### src/design/slps_pkg.sv
// Shared types and constants for the status LED pattern sequencer.
// Depends on nothing; used by the core and its checker.
package slps_pkg;

	localparam int COLOR_W    = 8;
	localparam int TICKS_W    = 16;
	localparam int PHASE_W    = 3;
	localparam int OP_W       = 3;
	localparam int CFG_IDX_W  = 8;
	localparam int CFG_DATA_W = 16;

	localparam logic [OP_W-1:0] OP_TICK        = 3'd0;
	localparam logic [OP_W-1:0] OP_SET_COLOR   = 3'd1;
	localparam logic [OP_W-1:0] OP_START_BOOT  = 3'd2;
	localparam logic [OP_W-1:0] OP_WAIT_ON     = 3'd3;
	localparam logic [OP_W-1:0] OP_WAIT_OFF    = 3'd4;
	localparam logic [OP_W-1:0] OP_SYNC_OK     = 3'd5;
	localparam logic [OP_W-1:0] OP_CANCEL_BOOT = 3'd6;
	localparam logic [OP_W-1:0] OP_CANCEL_SYNC = 3'd7;

	localparam logic [CFG_IDX_W-1:0] REG_BRIGHTNESS   = 8'd0;
	localparam logic [CFG_IDX_W-1:0] REG_BOOT_STEP    = 8'd1;
	localparam logic [CFG_IDX_W-1:0] REG_SYNC_PULSE   = 8'd2;
	localparam logic [CFG_IDX_W-1:0] REG_WAITING_STEP = 8'd3;

	localparam logic [PHASE_W-1:0] PHASE_RED   = 3'd0;
	localparam logic [PHASE_W-1:0] PHASE_GREEN = 3'd1;
	localparam logic [PHASE_W-1:0] PHASE_BLUE  = 3'd2;

	localparam logic [COLOR_W-1:0] BRIGHTNESS_RST   = 8'd64;
	localparam logic [TICKS_W-1:0] BOOT_STEP_RST    = 16'd250;
	localparam logic [TICKS_W-1:0] SYNC_PULSE_RST   = 16'd200;
	localparam logic [TICKS_W-1:0] WAITING_STEP_RST = 16'd500;
	localparam logic [TICKS_W-1:0] ELAPSED_MAX      = {TICKS_W{1'b1}};

	typedef struct packed {
		logic [OP_W-1:0]    operation;
		logic [COLOR_W-1:0] red_in;
		logic [COLOR_W-1:0] green_in;
		logic [COLOR_W-1:0] blue_in;
	} cmd_t;

	typedef struct packed {
		logic [COLOR_W-1:0] red_out;
		logic [COLOR_W-1:0] green_out;
		logic [COLOR_W-1:0] blue_out;
	} led_t;

endpackage

### src/design/status_led_pattern_sequencer_core.sv
// Status LED pattern sequencer: command register, pattern state and LED result register.
// Depends on slps_pkg.
//
// Takes one command or millisecond-tick transaction per clock and writes at most one colour
// per transaction to the LED channel, passing through the command register and then the
// result register. The rate is set by the single command register feeding it; a stall
// on the LED channel holds the command register and stalls the command channel in the same
// cycle. Configuration writes are always ready and take effect on the next transaction.
module status_led_pattern_sequencer_core (
	input  logic                            clk,
	input  logic                            arst_n,
	input  logic                            cmd_valid,
	output logic                            cmd_stall,
	input  slps_pkg::cmd_t                  cmd,
	output logic                            led_valid,
	input  logic                            led_stall,
	output slps_pkg::led_t                  led,
	input  logic                            cfg_valid,
	output logic                            cfg_ready,
	input  logic [slps_pkg::CFG_IDX_W-1:0]  cfg_index,
	input  logic [slps_pkg::CFG_DATA_W-1:0] cfg_data
);

	logic [slps_pkg::COLOR_W-1:0] brightness_q;
	logic [slps_pkg::TICKS_W-1:0] boot_step_q, sync_pulse_q, waiting_step_q;

	logic                         boot_running_q, boot_first_q;
	logic [slps_pkg::PHASE_W-1:0] boot_phase_q;
	logic [slps_pkg::TICKS_W-1:0] boot_elapsed_q;
	logic                         sync_running_q;
	logic [slps_pkg::TICKS_W-1:0] sync_elapsed_q;
	logic                         wait_running_q, wait_lit_q, wait_first_q;
	logic [slps_pkg::TICKS_W-1:0] wait_elapsed_q;

	logic                         boot_running_d, boot_first_d;
	logic [slps_pkg::PHASE_W-1:0] boot_phase_d;
	logic [slps_pkg::TICKS_W-1:0] boot_elapsed_d;
	logic                         sync_running_d;
	logic [slps_pkg::TICKS_W-1:0] sync_elapsed_d;
	logic                         wait_running_d, wait_lit_d, wait_first_d;
	logic [slps_pkg::TICKS_W-1:0] wait_elapsed_d;

	logic [slps_pkg::TICKS_W-1:0] boot_inc, sync_inc, wait_inc;

	logic           valid_s1;
	slps_pkg::cmd_t cmd_s1;
	logic           led_valid_q;
	slps_pkg::led_t led_q;

	logic           out_free, go, emit;
	slps_pkg::led_t res;

	assign out_free  = !led_valid_q || !led_stall;
	assign go        = valid_s1 && out_free;
	assign cmd_stall = valid_s1 && !out_free;
	assign cfg_ready = 1'b1;
	assign led_valid = led_valid_q;
	assign led       = led_q;

	assign boot_inc = (boot_elapsed_q == slps_pkg::ELAPSED_MAX) ? slps_pkg::ELAPSED_MAX
		: boot_elapsed_q + 1'b1;
	assign sync_inc = (sync_elapsed_q == slps_pkg::ELAPSED_MAX) ? slps_pkg::ELAPSED_MAX
		: sync_elapsed_q + 1'b1;
	assign wait_inc = (wait_elapsed_q == slps_pkg::ELAPSED_MAX) ? slps_pkg::ELAPSED_MAX
		: wait_elapsed_q + 1'b1;

	always_comb begin
		boot_running_d = boot_running_q;
		boot_first_d   = boot_first_q;
		boot_phase_d   = boot_phase_q;
		boot_elapsed_d = boot_elapsed_q;
		sync_running_d = sync_running_q;
		sync_elapsed_d = sync_elapsed_q;
		wait_running_d = wait_running_q;
		wait_lit_d     = wait_lit_q;
		wait_first_d   = wait_first_q;
		wait_elapsed_d = wait_elapsed_q;
		emit           = 1'b0;
		res            = '0;
		unique case (cmd_s1.operation)
			slps_pkg::OP_TICK: begin
				boot_elapsed_d = boot_inc;
				sync_elapsed_d = sync_inc;
				wait_elapsed_d = wait_inc;
				priority if (sync_running_q) begin
					if (sync_inc >= sync_pulse_q) begin
						sync_running_d = 1'b0;
						emit           = 1'b1;
					end
				end else if (boot_running_q) begin
					if (boot_first_q || boot_inc >= boot_step_q) begin
						boot_first_d   = 1'b0;
						boot_elapsed_d = '0;
						boot_phase_d   = boot_phase_q + 1'b1;
						emit           = 1'b1;
						unique case (boot_phase_q)
							slps_pkg::PHASE_RED:   res.red_out   = brightness_q;
							slps_pkg::PHASE_GREEN: res.green_out = brightness_q;
							slps_pkg::PHASE_BLUE:  res.blue_out  = brightness_q;
							default:               boot_running_d = 1'b0;
						endcase
					end
				end else if (wait_running_q) begin
					if (wait_first_q || wait_inc >= waiting_step_q) begin
						wait_first_d   = 1'b0;
						wait_elapsed_d = '0;
						wait_lit_d     = !wait_lit_q;
						emit           = 1'b1;
						if (!wait_lit_q) begin
							res.red_out   = brightness_q;
							res.green_out = brightness_q >> 2;
						end
					end
				end
			end
			slps_pkg::OP_SET_COLOR: begin
				boot_running_d = 1'b0;
				sync_running_d = 1'b0;
				wait_running_d = 1'b0;
				wait_lit_d     = 1'b0;
				wait_first_d   = 1'b1;
				wait_elapsed_d = '0;
				emit           = 1'b1;
				res.red_out    = cmd_s1.red_in;
				res.green_out  = cmd_s1.green_in;
				res.blue_out   = cmd_s1.blue_in;
			end
			slps_pkg::OP_START_BOOT: begin
				boot_running_d = 1'b1;
				boot_phase_d   = slps_pkg::PHASE_RED;
				boot_first_d   = 1'b1;
				boot_elapsed_d = '0;
			end
			slps_pkg::OP_WAIT_ON: begin
				if (!wait_running_q) begin
					wait_running_d = 1'b1;
					wait_lit_d     = 1'b0;
					wait_first_d   = 1'b1;
					wait_elapsed_d = '0;
				end
			end
			slps_pkg::OP_WAIT_OFF: begin
				wait_running_d = 1'b0;
				wait_lit_d     = 1'b0;
				wait_first_d   = 1'b1;
				wait_elapsed_d = '0;
			end
			slps_pkg::OP_SYNC_OK: begin
				boot_running_d = 1'b0;
				wait_running_d = 1'b0;
				wait_lit_d     = 1'b0;
				wait_first_d   = 1'b1;
				wait_elapsed_d = '0;
				sync_running_d = 1'b1;
				sync_elapsed_d = '0;
				emit           = 1'b1;
				res.green_out  = brightness_q;
			end
			slps_pkg::OP_CANCEL_BOOT: boot_running_d = 1'b0;
			slps_pkg::OP_CANCEL_SYNC: sync_running_d = 1'b0;
		endcase
	end

	always_ff @(posedge clk or negedge arst_n) begin
		if (!arst_n) begin
			brightness_q   <= slps_pkg::BRIGHTNESS_RST;
			boot_step_q    <= slps_pkg::BOOT_STEP_RST;
			sync_pulse_q   <= slps_pkg::SYNC_PULSE_RST;
			waiting_step_q <= slps_pkg::WAITING_STEP_RST;
		end else if (cfg_valid) begin
			unique case (cfg_index)
				slps_pkg::REG_BRIGHTNESS:   brightness_q   <= cfg_data[slps_pkg::COLOR_W-1:0];
				slps_pkg::REG_BOOT_STEP:    boot_step_q    <= cfg_data[slps_pkg::TICKS_W-1:0];
				slps_pkg::REG_SYNC_PULSE:   sync_pulse_q   <= cfg_data[slps_pkg::TICKS_W-1:0];
				slps_pkg::REG_WAITING_STEP: waiting_step_q <= cfg_data[slps_pkg::TICKS_W-1:0];
				default: ;
			endcase
		end
	end

	always_ff @(posedge clk or negedge arst_n) begin
		if (!arst_n) begin
			boot_running_q <= 1'b0;
			boot_first_q   <= 1'b1;
			boot_phase_q   <= '0;
			boot_elapsed_q <= '0;
			sync_running_q <= 1'b0;
			sync_elapsed_q <= '0;
			wait_running_q <= 1'b0;
			wait_lit_q     <= 1'b0;
			wait_first_q   <= 1'b1;
			wait_elapsed_q <= '0;
		end else if (go) begin
			boot_running_q <= boot_running_d;
			boot_first_q   <= boot_first_d;
			boot_phase_q   <= boot_phase_d;
			boot_elapsed_q <= boot_elapsed_d;
			sync_running_q <= sync_running_d;
			sync_elapsed_q <= sync_elapsed_d;
			wait_running_q <= wait_running_d;
			wait_lit_q     <= wait_lit_d;
			wait_first_q   <= wait_first_d;
			wait_elapsed_q <= wait_elapsed_d;
		end
	end

	always_ff @(posedge clk or negedge arst_n) begin
		if (!arst_n) begin
			valid_s1    <= 1'b0;
			led_valid_q <= 1'b0;
		end else begin
			if (!cmd_stall) begin
				valid_s1 <= cmd_valid;
			end
			if (out_free) begin
				led_valid_q <= go && emit;
			end
		end
	end

	always_ff @(posedge clk) begin
		if (!cmd_stall && cmd_valid) begin
			cmd_s1 <= cmd;
		end
		if (go && emit) begin
			led_q <= res;
		end
	end

endmodule

### config.mk
export PLATFORM = sky130hd
export DESIGN_NAME = status_led_pattern_sequencer_core
export DESIGN_NICKNAME = d
export VERILOG_FILES = /design/src/design/slps_pkg.sv /design/src/design/status_led_pattern_sequencer_core.sv
export SDC_FILE = /design/constraint.sdc
export NUM_CORES = 1
export LEC_CHECK = 0
export ABC_AREA = 1
export BUFFER_PORTS_ARGS = -buffer_cell sky130_fd_sc_hd__buf_2
export CAP_MARGIN = 0
export CORE_ASPECT_RATIO = 1.1
export CORE_UTILIZATION = 28
export CTS_CLUSTER_SIZE = 20
export DETAILED_ROUTE_END_ITERATION = 16
export PLACE_DENSITY = 0.44
export SLEW_MARGIN = 5
export SYNTH_ARGS = -nofsm -noshare
export SYNTH_HDL_FRONTEND = slang
export SYNTH_SLANG_ARGS = --single-unit
### constraint.sdc
create_clock -name clk -period 4.68 [get_ports clk]
set_clock_uncertainty 0.1 [all_clocks]
set_input_delay 0.936 -clock clk [delete_from_list [all_inputs] [get_ports clk]]
set_output_delay 0.936 -clock clk [all_outputs]
set_load 0.1 [all_outputs]
Word level (Yosys, flattened, before mapping)
Index checks and enable logic that the tools add are counted.
{"block": "classes", "n_addsub": 4, "n_lt_le_gt_ge": 3, "eq_ne": 22, "mux": 63, "n_reduce_logical": 38}
{"operator": "2-to-1 mux 16 bit", "n": 15}
{"operator": "one-hot mux 16 bit (2 select lines)", "n": 2}
{"operator": "adder 16 x 1 -> 16 bit (second input constant)", "n": 3}
{"operator": "== test 16 bit (second input constant)", "n": 3}
{"operator": "greater-or-equal comparator 16 bit", "n": 3}
{"operator": "2-to-1 mux 24 bit", "n": 2}
{"operator": "one-hot mux 16 bit (3 select lines)", "n": 1}
{"operator": "2-to-1 mux 8 bit", "n": 4}
{"operator": "one-hot mux 8 bit (2 select lines)", "n": 2}
{"operator": "2-to-1 mux 1 bit", "n": 25}
{"operator": "one-hot mux 8 bit (3 select lines)", "n": 1}
{"operator": "== test 8 x 2 -> 1 bit (second input constant)", "n": 2}
{"operator": "AND reduction 2 bit", "n": 8}
{"operator": "!= test 2 bit (second input constant)", "n": 7}
{"operator": "== test 3 bit (second input constant)", "n": 4}
{"operator": "one-hot mux 1 bit (3 select lines)", "n": 4}
{"operator": "== test 3 x 2 -> 1 bit (second input constant)", "n": 3}
{"operator": "2-to-1 mux 3 bit", "n": 3}
{"operator": "nonzero test 3 bit", "n": 3}
{"operator": "OR reduction 3 bit", "n": 3}
{"operator": "== test 8 x 1 -> 1 bit (second input constant)", "n": 1}
{"operator": "logical NOT 8 bit", "n": 1}
{"operator": "AND reduction 7 bit", "n": 1}
{"operator": "== test 3 x 1 -> 1 bit (second input constant)", "n": 2}
{"operator": "11 further kinds", "n": 27}
{"block": "word_totals", "regBits": 166, "output_inout_bits": 27}

Logic depth before layout (Yosys ltp)
Gate-level depths: netlist (run 1).
{"block": "depth", "word_depth": 10, "mapped_depth": 26, "ltp_nobuf": 26}

Least setup slack after synthesis (run 1)
OpenSTA, ideal clock, no wires.
{"block": "synth_timing", "kind": "register to register", "start": "register wait_elapsed_q[0] (netlist bit)", "end": "register led_q, in the netlist led[0], enable pin", "setup_ps": 379, "arrival_time_ps": 3114, "setup_slack_ps": 1087, "path_stages_with_launch": 26, "path_buffers": 0, "period_less_slack_ps": 3593, "path_cell_list": "dfrtp_1 -> ha_1 -> nand3_2 -> nor3_4 -> inv_2 -> nor3_4 -> nand3_2 -> nor2_2 -> nand2_1 -> nand2_1 -> nand3_2 -> ha_1 -> nand2_1 -> inv_1 -> nand3_1 -> a21oi_1 -> nor2_1 -> nand2_1 -> nand2_1 -> nand2_1 -> nand2_1 -> nand2_1 -> nand2_1 -> nand2_1 -> nand2_1 -> inv_1"}
{"block": "synth_via", "elab_chain_cells": 10, "word_cells_on_any_way": 11}
{"element": "start: declaration", "line_no": "status_led_pattern_sequencer_core.sv:33", "source": "logic [slps_pkg::TICKS_W-1:0] wait_elapsed_q;"}
{"element": "start signal: assignment", "line_no": "status_led_pattern_sequencer_core.sv:203", "source": "wait_elapsed_q <= wait_elapsed_d;"}
{"element": "adder 16 x 1 -> 16 bit or == test 16 bit (tied branches)", "line_no": "status_led_pattern_sequencer_core.sv:65, status_led_pattern_sequencer_core.sv:64"}
{"element": "2-to-1 mux 16 bit (*)", "line_no": "status_led_pattern_sequencer_core.sv:64", "source": "assign wait_inc = (wait_elapsed_q == slps_pkg::ELAPSED_MAX) ? slps_pkg::ELAPSED_MAX"}
{"element": "greater-or-equal comparator 16 bit (*)", "line_no": "status_led_pattern_sequencer_core.sv:104", "source": "if (wait_first_q || wait_inc >= waiting_step_q) begin"}
{"element": "logical OR 1 bit (*)", "line_no": "status_led_pattern_sequencer_core.sv:104"}
{"element": "2-to-1 mux 1 bit (*)", "line_no": "status_led_pattern_sequencer_core.sv:104"}
{"element": "2-to-1 mux 1 bit (*)", "line_no": "status_led_pattern_sequencer_core.sv:103", "source": "end else if (wait_running_q) begin"}
{"element": "2-to-1 mux 1 bit (*)", "line_no": "status_led_pattern_sequencer_core.sv:90", "source": "end else if (boot_running_q) begin"}
{"element": "2-to-1 mux 1 bit (*)", "line_no": "status_led_pattern_sequencer_core.sv:85", "source": "priority if (sync_running_q) begin"}
{"element": "one-hot mux 1 bit (2 select lines) (*)", "line_no": "status_led_pattern_sequencer_core.sv:80", "source": "unique case (cmd_s1.operation)"}
{"element": "logical AND 1 bit (*)", "line_no": "status_led_pattern_sequencer_core.sv:225", "source": "if (go && emit) begin"}
{"element": "end signal: assignment", "line_no": "status_led_pattern_sequencer_core.sv:226", "source": "led_q <= res;"}
{"element": "end: declaration", "line_no": "status_led_pattern_sequencer_core.sv:48", "source": "slps_pkg::led_t led_q;"}
Mark *: on every way between the ends. The rest lies on a longest branch, timed or not.
A chain may end at the register's enable or synchronous reset.

Worst setup path in the final report (run 1)
{"block": "layout_timing", "start": "register wait_elapsed_q[1] (netlist bit)", "end": "register led_q, in the netlist led[18], enable pin"}
The elaborated chain is that of the path after synthesis.

==> results.ini, run 1 <==
[placement]
hpwlAfterDp_um=18100
post-place-ws_ps=704
gp_congestion=0.842
port_buffers=81

[layout]
syn_to_final_growth_pct=15.9
layout-drive-gt1-share=0.180
n_antenna_cell=0
final_nets=1290
fillerInstances=3480
finish.utilization=0.334

[timing]
rsz0062_at_grt=no
maxSlewHeadroom=0.275
fmax_mhz=253
setup_viol=0
fin_crit_sh=0.845
worst_pin_slew_ps=1080
tns_ps=0
hold_viol_final=0
hold-worst-slack_ps=376
setup_ws_ps=724
final-max-slew-violation-count=0
fin_crit_ps=3960

[yosys]
netlist-cell-type-count=48
synthFlopType=dfrtp_1
avgSynthCellArea_sq_um=8.58
synthArstFlopShare=0.693
yosys_register_bits=166
yosys_warnings=0
synthesis.nets=1206
syn_inst=1095
synth_area_sq_um=9390
synth_edf_count=51
yosysSeqAreaShare=0.472

[clock_tree]
clock_sinks=166
insertion_delay_ps=450
post-cts-setup-buffers=0
cts_resized=0
numCtsBuffers=17
clk_path_buf_depth=2
postCtsHoldBufs=0
h-tree-depth=4
path_clk_slew_ps=80
clockRootBuffer=clkbuf_16
cts_tree=done

[route]
wire_per_inst_um=14.7
postRouteAntennaNets=0
initialDrtViolationCount=414
drc=0
dr.pass1.iters=4
post_drt_via_cell_ratio=4.47
drt-total-wl_um=23900
num_vias=7230

[floorplanning]
die_height_um=194
initial_utilization=0.288
die_w_um=177
fp-row-count=69
ioPinCount=83
dieArea_sq_um=34300
coreArea_sq_um=32600

[worst_setup_path]
critPathRequiredTime_ps=4690
start_kind=register
crit_type=register to register
crit_fanout=24
arrival_ps=3970
end_kind=register

[outcome]
status=finished, final reports clean

[flow_run]
maxCapViolations=0

[grt]
grt_pass1_wl_um=38800
grt_pass1_vias=7050
antenna_found_initial=0
grt_usage=0.146
grt_max_degree=66
grt-ovfl-total=0

[power]
p_switching_mw=1.64
p_seq_frac=0.403
power_density_nw_per_um2=405
p_leak_nw=5.15
total_power_mw=4.41
power_frac_clock=0.331
comb_power_share=0.266
intPower_mw=2.78
swShare=0.371
irDropWorstVdd_mv=0.221

[min_path]
hold_class=register to register

[path summary, 6_finish.rpt]
check,end,startpoint,slack [ps],depth (start not counted)
setup / recovery,led[18],wait_elapsed_q[1],720,26
setup reg to reg,led[18],wait_elapsed_q[1],720,26
hold / removal,boot_step_q[5],boot_step_q[5],380,2
min in group asynchronous,sync_elapsed_q[13],arst_n,430,1
max in group asynchronous,sync_pulse_q[3],arst_n,3200,2
hold reg to reg,boot_step_q[5],boot_step_q[5],380,2
[cells in the final DEF (no fill, tap or decap), types with 7 or more instances in the layout]
| master | synthesis | final |
|---|---|---|
| nand3_2 | 15 | 15 |
| clkbuf_16 | 0 | 17 |
| ha_1 | 55 | 55 |
| a22oi_1 | 7 | 7 |
| o21ai_0 | 87 | 87 |
| inv_2 | 12 | 12 |
| nand2_1 | 240 | 240 |
| nor3_1 | 9 | 9 |
| edfxtp_1 | 51 | 51 |
| o22ai_1 | 28 | 28 |
| xor2_1 | 23 | 23 |
| dfstp_2 | 18 | 18 |
| a31oi_1 | 11 | 11 |
| buf_2 | 7 | 80 |
| nor2_2 | 12 | 12 |
| nor2_1 | 69 | 69 |
| nand4_1 | 11 | 11 |
| inv_1 | 194 | 194 |
| o21ai_1 | 32 | 32 |
| nand3_1 | 26 | 26 |
| a21oi_1 | 26 | 26 |
| dfrtp_1 | 97 | 97 |
[synth_stat cells, types with 2 or more instances]
| cell type | instances | share of area |
|---|---|---|
| nor2_1 | 69 | 0.028 |
| a21oi_2 | 2 | 0.0019 |
| a22oi_1 | 7 | 0.0056 |
| dfstp_2 | 18 | 0.050 |
| nand4_1 | 11 | 0.0073 |
| o21ai_1 | 32 | 0.017 |
| nor2_2 | 12 | 0.0080 |
| buf_2 | 7 | 0.0037 |
| nand2_1 | 240 | 0.096 |
| inv_1 | 194 | 0.078 |
| dfrtp_1 | 97 | 0.26 |
| a31oi_1 | 11 | 0.0073 |
| o31ai_1 | 2 | 0.0016 |
| o21a_1 | 2 | 0.0016 |
| nand3_1 | 26 | 0.014 |
| nor3_2 | 3 | 0.0032 |
| nor2_4 | 6 | 0.0072 |
| nor4_1 | 3 | 0.0020 |
| nor4_4 | 2 | 0.0045 |
| o22ai_1 | 28 | 0.019 |
| nand3_2 | 15 | 0.016 |
| edfxtp_1 | 51 | 0.16 |
| inv_2 | 12 | 0.0048 |
| o21ai_0 | 87 | 0.046 |
| nand2_2 | 4 | 0.0027 |
| or2_2 | 2 | 0.0013 |
| xor2_1 | 23 | 0.021 |
| clkbuf_1 | 11 | 0.0044 |
| a21oi_1 | 26 | 0.014 |
| nor3_1 | 9 | 0.0048 |
| ha_1 | 55 | 0.073 |
| o21ai_2 | 4 | 0.0037 |
| or4_4 | 2 | 0.0024 |
| nor3_4 | 6 | 0.010 |
| buf_4 | 3 | 0.0024 |
[registers in the layout, indices dropped and copies added (netlist names), 3 cells and up]
name,cells
cmd_s1,27
brightness_q,8
boot_step_q,16
waiting_step_q,16
boot_phase_q,3
boot_elapsed_q,16
led,24
sync_elapsed_q,16
wait_elapsed_q,16
sync_pulse_q,16
[stage by stage]
step,cells,instance area (sq um)
5_1_grt,1618,10900
3_5_place_dp,1586,10300
3_3_place_gp,1586,10300
4_1_cts,1618,10900
6_report,1618,10900
2_1_floorplan,1095,9390
[cells by family (layout without fill, tap and decap cells)]
kind of cell,after synthesis,in the layout,synth area share
AOI/OAI and AO/OA,206,206,0.124
and+or+nand+nor,415,415,0.215
buffers and inverters,228,325,0.0934
xor gates and xnor gates,24,24,0.0224
DFF,166,166,0.472
other,1,1,0.000399
adders and majority gates,55,55,0.0733
[power groups by stage]
stage	Sequential (mW)	Combinational [mW]	Clock (mW)
after floorplan	1.89	0.760	0
after global placement	1.81	1.18	0
after detailed placement	1.81	1.18	0
after CTS	1.78	1.19	1.50
after global routing	1.80	1.35	1.55
final	1.78	1.17	1.46
[area by class of cell]
cell class	count	area (sq um)	area share
clock buffers	17	425	0.0391
multi-input cells	701	4080	0.375
inverters	206	773	0.0710
repair buffers	87	465	0.0427
clock inverters	15	178	0.0163
well taps	426	533	0.0489
flip-flops and latches	166	4430	0.407
[metal layers]
layer / global-route usage / share of wire / routed length, um / up-vias
li1: - / - / - / 3729
met1: 0.197 / 0.49 / 11600 / 3392
met2: 0.240 / 0.48 / 11500 / 98
met3: 0.0227 / 0.024 / 566 / 11
met4: 0.0374 / 0.0089 / 213 / 0
met5: 0 / 0 / 0 / -
[critical path, stage by stage (launching register included)]
cell and delay, ps:
dfrtp_1 400, ha_1 220, nand3_2 130, nor3_4 210, inv_2 70, nor3_4 200, nand3_2 100, nor2_2 130
nand2_1 70, nand2_1 70, nand3_2 90, ha_1 300, nand2_1 40, inv_1 60, nand3_1 80, a21oi_1 130
nor2_1 50, nand2_1 150, nand2_1 130, nand2_1 210, nand2_1 90, nand2_1 60, nand2_1 40, nand2_1 50
nand2_1 70, inv_1 70, buf_4 300
Power figures use the tool's default switching activity.
==> run 2, diff against run 1 <==
ABC_AREA = 0   (was 1)
PLACE_DENSITY = 0.45   (was 0.44)
clock period = 3.3 ns   (was 4.68 ns; I/O delays follow)
==> run 2 against run 1 <==
Effect of this change: the flow now finishes with violations (negative setup slack); setup slack got worse by 1100 ps; power rose by 46%; flip-flop and latch count unchanged; fmax increased by 8.2%; clock power is 38% higher; routed wire length is 19% higher; die area about the same; synthesized cell count shrank 17%; non-clock buffer count up 202; first-iteration DRC count down 15%; critical path type unchanged; highest routed layer unchanged.
==> results.ini, run 2 <==
[outcome]
status=finished with violations
failed_checks=negative setup slack

[yosys]
syn_inst=904
avgSynthCellArea_sq_um=10.4
synth_area_sq_um=9390
netlist-cell-type-count=74
synth_edf_count=51
yosys_warnings=0
synth_top_cell_area_share=0.258
synthArstFlopShare=0.693
synthesis.nets=1015
synthFlopType=dfrtp_1
yosys-top-cells-area=dfrtp_1, edfxtp_1, ha_1
synth_largest_area_cell=dfrtp_1
yosys-top-cells-count=dfrtp_1, nand2_1, o21ai_0
yosysSeqAreaShare=0.472
yosys_register_bits=166
synth.most_common_cell=dfrtp_1

[placement]
post-place-ws_ps=-994
port_buffers=81
gp_congestion=0.779
hpwlAfterDp_um=20400
post-place-cells=1540
dpl_cell_area_sq_um=11700

[floorplanning]
die_w_um=177
dieArea_sq_um=34300
coreArea_sq_um=32600
fp-row-count=69
ioPinCount=83
initial_utilization=0.288
die_height_um=194

[clock_tree]
clk_path_buf_depth=2
h-tree-depth=4
insertion_delay_ps=450
clock_sinks=166
clockRootBuffer=clkbuf_16
path_clk_slew_ps=70
cts_tree=done
numCtsBuffers=17

[layout]
final_common_cell=buf_4
mostFrequentLayoutCells=buf_4, dfrtp_1, buf_2
final_cells=1616
largest_reg_flops=27
final_area_sq_um=13400
layout-drive-gt1-share=0.448
syn_to_final_growth_pct=42.6
largest-register=cmd_s1
n_antenna_cell=0
final_nets=1288
finish.utilization=0.410

[route]
drt-total-wl_um=28500
post_drt_via_cell_ratio=4.92
initialDrtViolationCount=351
postRouteAntennaNets=0
num_vias=7945
wire_per_inst_um=17.6
drc=0
dr.pass1.iters=6

[timing]
fin_crit_sh=1.11
rsz0062_at_grt=yes
hold_viol_final=0
final-max-slew-violation-count=0
worst_pin_slew_ps=659
fin_crit_ps=3660
maxSlewHeadroom=0.560
setup_ws_ps=-357
setup_viol=84
fmax_mhz=273

[grt]
grt_usage=0.175
grt_pass1_vias=8314
grt_pass1_wl_um=46100
antenna_found_initial=0
grt_max_degree=55
grt-ovfl-total=0

[power]
total_power_mw=6.45
power_density_nw_per_um2=481
irDropWorstVdd_mv=0.303
p_leak_nw=6.06

[worst_setup_path]
crit_type=register to register
end_kind=register
start_kind=register
arrival_ps=3760
reg2reg_depth=17
critPathRequiredTime_ps=3400
crit_fanout=8

[flow_run]
maxCapViolations=0

[min_path]
hold_class=input port to async pin

## run 2: where the power goes
group          total (mW)  internal (mW)  leakage, nW  switching [mW]
logic                1.97          0.849         3.78            1.12
registers            2.45           2.32         2.00           0.137
clock network        2.02           1.09        0.283           0.930
## run 2: cell type report
class                      count  area, sq um
clock inverter                12          133
clock buffer                  20          447
tap                          426          533
multi-input combinational    640         5430
timing repair buffer         289         2180
inverter                      63          236
sequential                   166         4430
fill                        3194        19200
## run 2: path summary, 6_finish.rpt
path                              startpoint                 end  slack (ps)
hold / removal                        arst_n  boot_elapsed_q[11]         140
setup / recovery           boot_elapsed_q[1]             led[22]        -360
setup reg to reg           boot_elapsed_q[1]             led[22]        -360
min in group clk                      cmd[8]           cmd_s1[8]         290
hold reg to reg                 boot_first_q        boot_first_q         400
max in group asynchronous             arst_n     sync_pulse_q[3]        2160
## run 2: through the flow
stage               TNS, ps  hold WS [ps]
floorplan            -13480           264
global route         -33350           178
CTS                  -14290           149
finish               -21260           141
global placement     -40590           387
detailed placement   -43850           393
## run 2: kinds of logic (layout without fill, tap and decap cells)
family	Yosys count	in the layout	synth area share
AOI/OAI and AO/OA	228	228	0.167
other	1	1	0.000399
buffers and inverters	100	384	0.0448
muxes	61	61	0.0722
DFF	166	166	0.472
xor gates and xnor gates	14	14	0.0131
and+or+nand+nor	279	281	0.157
adders and majority gates	55	55	0.0733
## run 2: critical path, cell delays in order, from the launching register on
cell and delay (ps):
dfrtp_1 400, ha_4 180, nand3_4 90, nor3_4 230, buf_6 130, nand2_4 50, or3_4 450, nand3_4 140
ha_4 190, and4_4 190, buf_6 120, a221oi_4 280, buf_6 160, buf_6 110, a311o_1 200, a22oi_2 70
buf_6 140, a22o_1 170
## run 2: metal layers
layer,GRT usage,vias up,wire (um)
met2,0.295,120,14200
met3,0.0216,40,659
met5,0,-,0
met4,0.0712,0,891
met1,0.226,3903,12700
li1,-,3882,-
## run 2: timing repair
item | 4_1_cts | 5_1_grt
setup endpoints to repair | 87 | 89
hold buffers | 0 | 0
pin swaps | 55 | 16
gates resized for setup | 125 | 33
setup buffers | 41 | 4
gates cloned | 4 | 0
